--- config.mk ---
export PLATFORM = sky130hd
export DESIGN_NAME = scs_queue
export DESIGN_NICKNAME = d
export VERILOG_FILES = /design/src/scs_pkg.sv /design/src/scs_queue.sv
export SDC_FILE = /design/constraint.sdc
export NUM_CORES = 1
export LEC_CHECK = 0
export BUFFER_PORTS_ARGS = -buffer_cell sky130_fd_sc_hd__buf_2
export CAP_MARGIN = 20
export CORE_AREA = 2 2 226 228
export CTS_BUF_LIST = sky130_fd_sc_hd__clkbuf_8 sky130_fd_sc_hd__clkbuf_16
export DETAILED_ROUTE_END_ITERATION = 6
export DIE_AREA = 0 0 228 230
export PLACE_DENSITY = 0.71
export SYNTH_ARGS = -nofsm -noshare
export SYNTH_HDL_FRONTEND = slang
export SYNTH_SLANG_ARGS = --single-unit
--- constraint.sdc ---
create_clock -name clock -period 3.75 [get_ports clock]
set_input_delay 0.1875 -clock clock [delete_from_list [all_inputs] [get_ports clock]]
set_output_delay 0.1875 -clock clock [all_outputs]
set_load 0.01 [all_outputs]
--- src/scs_pkg.sv ---
// ----------------------------------------------------------------------------
// scs_pkg
// Shared widths, constants and types of the sphere collision time block.
// ----------------------------------------------------------------------------
package scs_pkg;

   // port field widths
   localparam int FIELD_BITS     = 63;
   localparam int RADIUS_IN_BITS = 20;

   // coordinate format, signed Q10.10 components packed from bit 0
   localparam int COORD_BITS  = 21;
   localparam int RADIUS_BITS = COORD_BITS - 1;
   localparam int DIFF_BITS   = COORD_BITS + 1;
   localparam int PROD_BITS   = 2 * DIFF_BITS;
   localparam int RS_BITS     = RADIUS_BITS + 1;
   localparam int RR_BITS     = 2 * RS_BITS;

   // quadratic coefficients
   localparam int A_BITS   = PROD_BITS;
   localparam int B_BITS   = PROD_BITS + 1;
   localparam int MAG_BITS = PROD_BITS;
   localparam int LO_BITS  = MAG_BITS / 2;
   localparam int HI_BITS  = MAG_BITS - LO_BITS;
   localparam int PP_BITS  = 2 * HI_BITS;
   localparam int SQ_BITS  = 2 * MAG_BITS;
   localparam int D_BITS   = SQ_BITS + 1;

   // square root of the discriminant scaled by the time fraction
   localparam int FRAC_BITS = 16;
   localparam int NRAW_BITS = D_BITS + 2 * FRAC_BITS;
   localparam int N_BITS    = NRAW_BITS + (NRAW_BITS % 2);
   localparam int ROOT_BITS = N_BITS / 2;
   localparam int REM_BITS  = ROOT_BITS + 4;

   // numerator and time
   localparam int TIME_BITS = 32;
   localparam int M_BITS    = ((B_BITS + FRAC_BITS > ROOT_BITS) ?
                               (B_BITS + FRAC_BITS) : ROOT_BITS) + 2;
   localparam int MU_BITS   = M_BITS - 1;
   localparam int CMP_BITS  = (A_BITS + TIME_BITS > MU_BITS) ?
                              (A_BITS + TIME_BITS) : MU_BITS;

   // queue between front and back
   localparam int QUEUE_DEPTH = 4;
   localparam int QPTR_BITS   = $clog2(QUEUE_DEPTH);
   localparam int QCNT_BITS   = QPTR_BITS + 1;

   // coefficient word handed from front to back
   typedef struct packed {
      logic [A_BITS-1:0]        a;
      logic signed [B_BITS-1:0] b;
      logic signed [B_BITS-1:0] c;
   } scs_item_type;

   // queue status seen by both sides
   typedef struct packed {
      logic full;
      logic empty;
   } scs_qstat_type;

endpackage

--- src/scs_queue.sv ---
// ----------------------------------------------------------------------------
// scs_queue
// Short first-in first-out queue of coefficient words between front and back.
// ----------------------------------------------------------------------------
module scs_queue import scs_pkg::*; (
   input  logic          clock,
   input  logic          reset,
   input  logic          push,
   input  scs_item_type  push_item,
   input  logic          pop,
   output scs_item_type  pop_item,
   output scs_qstat_type qstat
);

   scs_item_type         mem_ff [QUEUE_DEPTH];
   logic [QPTR_BITS-1:0] wr_ptr_ff, wr_ptr_in;
   logic [QPTR_BITS-1:0] rd_ptr_ff, rd_ptr_in;
   logic [QCNT_BITS-1:0] count_ff, count_in;

   assign qstat.full  = (count_ff == QCNT_BITS'(QUEUE_DEPTH));
   assign qstat.empty = (count_ff == '0);
   assign pop_item    = mem_ff[rd_ptr_ff];

   // pointer and fill count update
   always_comb begin
      wr_ptr_in = push ? wr_ptr_ff + 1'b1 : wr_ptr_ff;
      rd_ptr_in = pop  ? rd_ptr_ff + 1'b1 : rd_ptr_ff;
      count_in  = count_ff + QCNT_BITS'(push) - QCNT_BITS'(pop);
   end

   always_ff @(posedge clock) begin
      if (reset) begin
         wr_ptr_ff <= '0;
         rd_ptr_ff <= '0;
         count_ff  <= '0;
      end else begin
         wr_ptr_ff <= wr_ptr_in;
         rd_ptr_ff <= rd_ptr_in;
         count_ff  <= count_in;
      end
   end

   // entry storage
   always_ff @(posedge clock) begin
      if (push) begin
         mem_ff[wr_ptr_ff] <= push_item;
      end
   end

   a_no_overflow: assert property (@(posedge clock) disable iff (reset)
      push |-> !qstat.full)
      else $error("queue written while full");
   a_no_underflow: assert property (@(posedge clock) disable iff (reset)
      pop |-> !qstat.empty)
      else $error("queue read while empty");
   a_count_bound: assert property (@(posedge clock) disable iff (reset)
      count_ff <= QCNT_BITS'(QUEUE_DEPTH))
      else $error("queue fill count out of range");

endmodule

---- Word-level counts from Yosys, hierarchy flattened ----
Memories as Yosys holds them, arrays and structs flattened. A register that Yosys moved wholly into a read port is not among the register bits.
Cells that the tools add are included.
Widths: inputs -> output; s select.
storage, ports and cells
  memory bits (writable) .................. 536
  input bits .............................. 138
  output and inout port bits .............. 136
  bits in registers ....................... 7
  memories ................................ 1
  word-level logic and storage cells ...... 14
memory list
  name    depth  width  rd ports  clocked after Yosys merged registers in  wr ports  line             source
  mem_ff  4      134    1         1                                        1         scs_queue.sv:15  scs_item_type mem_ff [QUEUE_DEPTH];
operators by class
  muxes and demuxes ....................... 4
  reduce and logical (&&, ||, !) cells .... 1
  eq/ne operators ......................... 1
  add/sub/neg operators ................... 4
operator list
  kind                 count
  $add 2x1->2 const B  2
  $mux 2               2
  $add 3x1->3          1
  $eq 3x3->1 const B   1
  $logic_not 3->1      1
  $sub 3x1->3          1
  $mux 1               2

---- Longest topological paths before layout ----
  word-level depth ........................ 3
  mapped depth ............................ 7
  mapped depth without buffers ............ 7

---- Worst setup path after synthesis ----
No wires, ideal clock.
  path kind ............................... register -> register
  start point ............................. register wr_ptr_ff[0]
  end point ............................... memory mem_ff[0][0] (netlist name) (enable)
  slack ................................... -0.373 ns
  arrival ................................. 3.614 ns
  setup time .............................. 0.509 ns
  data required time ...................... 3.241 ns
  stages on the path, launching flop included .. 4
  period minus slack after synthesis ...... 4.123 ns
  path buffers ............................ 0
  cells stage by stage .................... dfxtp_1 > inv_1 > ha_1 > and2_1
RTL lines
  what                      line             source
  start: declaration        scs_queue.sv:16  logic [QPTR_BITS-1:0] wr_ptr_ff, wr_ptr_in;
  start signal: assignment  scs_queue.sv:37  wr_ptr_ff <= wr_ptr_in;
  end: declaration          scs_queue.sv:15
No word-level cell before the write port.

==> results.md <==
* Status: completed
* Setup TNS at 0 ns
* Share of layout cells above drive strength 1 at 0.4097
* Post-Route WL at 39.42 mm
* Die Ht at 230 um
* Final setup vio count at 0
* Pwr dens at 543.9 nW/um^2
* Register area share after synthesis at 0.8243
* Core area at 49860 um^2
* Post-route setup slack at 1.001 ns
* Clk buf depth at 3
* Ports at 274
* Antenna violations before repair at 5
* Slew of the pin with the lowest slew margin at 0.9128 ns
* CTS buffer count at 55
* Fin area at 25200 um^2
* Library cells used by synthesis at 20
* Buffers added on ports at 273
* CTS tree: yes
* Synth Instances at approximately 740
* Sw Pwr at 0.002942 W
* Synth cell count leaders: edfxtp_1, mux4_2, buf_2
* Critical Path AT at 2.56 ns
* Critical path capture point type: primary output
* # DRC at 0
* Vias in the first global route at 10510
* Tmin final at between 2 and 3 ns
* Die Span X at 228 um
* Ys async rst share at 0
* Mapped Nets at 887
* FP Rows at ~80
* CP startpoint kind: flip-flop
* Wire per inst at 20.57 um
* Worst clock skew at between 0.01 and 0.015 ns
* Number of synthesized flops with an enable pin at 536
* Synth Register Bits at 545
* Post-synth top area cell: edfxtp_1
* Mean post-synth cell area at 26.61 um^2
* Final HPWL from detailed placement at roughly 22 mm
* Crit path max fanout at 23
* Root Driver: clkbuf_16
* Net Sw Frac at 0.2147
* Pin count of the biggest net entering global routing at 135
* Starting Density at 0.3960
* Setup Crit Path Kind: flip-flop to primary output
* Post-synth top area share at 0.8152
* Post-place setup slack at approximately 1.6 ns
* Post CTS Setup Buffer Count at 0
* Register-to-register setup slack at 1.84 ns
* First-pass DRT Iterations at 4
* Pwr Total at 0.01370 W
* RSZ-0062 raised after global routing: false
* Rel. slew slack at 0.3915
* Reg power frac at 0.518
* Class of the worst hold path: primary input to flip-flop
* H-tree levels at 2
* Required @ worst endpoint at around 3.6 ns
* Nets at 1345
* Fin. max-slew vios at 0
* Pleak at 8.554 nW
* Clock Sinks at 545
* Clock power frac at 0.381
* Logic pwr share at 0.100
* Placed cell area at 22070 um^2
* Routed vias/inst at a little under 5
* CTS clk-pin slew, worst paths at 0.06 ns
* Most numerous cell in the Yosys netlist: edfxtp_1
* Die area at ~52000 um^2
* Fmax at 363.8 MHz
* Clk Latency, worst-skew pair at 0.58 ns
* Internal power at 0.01076 W
* Layout Utilization at 0.5053
* Routability congestion estimate at 0.7071
* Grt ovf at 0
* All-Layer GR Usage at 0.1519
* Final period utilization at 0.7331
* Peak supply drop at slightly below 400 uV
* Gates resized, CTS repair at 0
* Dominant synthesized flop cell: edfxtp_1
* Synth area leaders: edfxtp_1, mux4_2, dfxtp_1, buf_6, buf_2
* Post-Syn Area at 19740 um^2
* Layout Area Growth over Synthesis at 27.61%
* Global-route wire length before repair at 61.20 mm
* Initial drt markers at 554
* Routed Antenna Nets at 0
* Max-cap violations at 0
* Yosys warning count at 0
* Final hold vios at 0
* Via count at 9437
==> cells by family (layout without fill, tap and decap cells) <==
logic type,Yosys count,in the layout,share of synthesized area
AOI/OAI and AO/OA,2,2,0.0007602
xor gates and xnor gates,3,3,0.002091
adders and majority gates,7,7,0.004816
buffers and inverters,36,534,0.01084
DFF,545,545,0.8243
muxes,135,135,0.1534
other,0,4,0
and+or+nand+nor,14,14,0.003802
==> layout make-up <==
cell class | instances | area (um^2)
repair buffers | 431 | 3033
diodes | 4 | 10.01
flip-flops and latches | 545 | 16280
clock buffers | 57 | 1426
well taps | 672 | 840.8
clock inverters | 40 | 315.3
multi-input cells | 161 | 3264
fillers | 3956 | 24670
inverters | 6 | 22.52
==> power by group through the flow <==
| stage | Clock, W | Sequential (W) | Combinational [W] |
|---|---|---|---|
| finish | 0.00523 | 0.00710 | 0.00138 |
| global route | 0.00563 | 0.00713 | 0.00148 |
| global placement | 0 | 0.00722 | 0.00126 |
| detailed placement | 0 | 0.00723 | 0.00128 |
| floorplan | 0 | 0.00719 | 0.000752 |
| CTS | 0.00537 | 0.00711 | 0.00140 |
==> state kept, by name, summed over array words and instances (netlist names), named ones only <==
name	flops
count_ff	3
rd_ptr_ff	2
mem_ff	536
wr_ptr_ff	2
==> stage by stage <==
stage	cells	hold slack, ns
3_3_place_gp	1678	0.3966
4_1_cts	1912	0.3094
2_1_floorplan	742	0.2591
3_5_place_dp	1678	0.4037
5_1_grt	1916	0.3303
6_report	1916	0.3591
==> critical path, cell delays in order (launching register included) <==
cell and delay, ns:
dfxtp_4 0.67, buf_12 0.29, buf_4 0.27, mux4_2 0.54
buf_2 0.16
==> placed cells by master (no fill, tap or decap), drive strengths merged <==
cell type / count
edfxtp: 536
xor3: 1
mux4: 134
nor3: 1
buf: 294
mux2i: 1
a21oi: 1
bufinv: 5
nand3b: 1
clkbuf: 57
fa: 1
and3: 1
diode: 4
xnor2: 2
ha: 6
dfxtp: 9
clkinv: 17
nor2: 5
a21bo: 1
clkinvlp: 4
inv: 20
nor2b: 2
dlygate4sd3: 137
and2: 4
==> repair_timing <==
action / CTS / global route
hold buffers: 137 / 0
hold endpoints to repair: 545 / 0
endpoints found under the setup margin: 0 / 0
==> per-layer routing <==
metal,track usage,up-vias,wire length [um]
met5,0,-,0
met1,0.1921,4963,16110
li1,-,4144,-
met3,0.04315,62,2601
met2,0.2582,268,19890
met4,0.04146,0,828
==> final timing paths <==
kind,from,endpoint,cells after the start
hold reg to reg,rd_ptr_ff[1],flip-flop,2
hold / removal,push_item[34],mem_ff[0][34],2
setup reg to reg,wr_ptr_ff[0],mem_ff[2][118],4
setup / recovery,flip-flop,pop_item[53],4
Note: power is estimated with default switching activity, not from simulation.
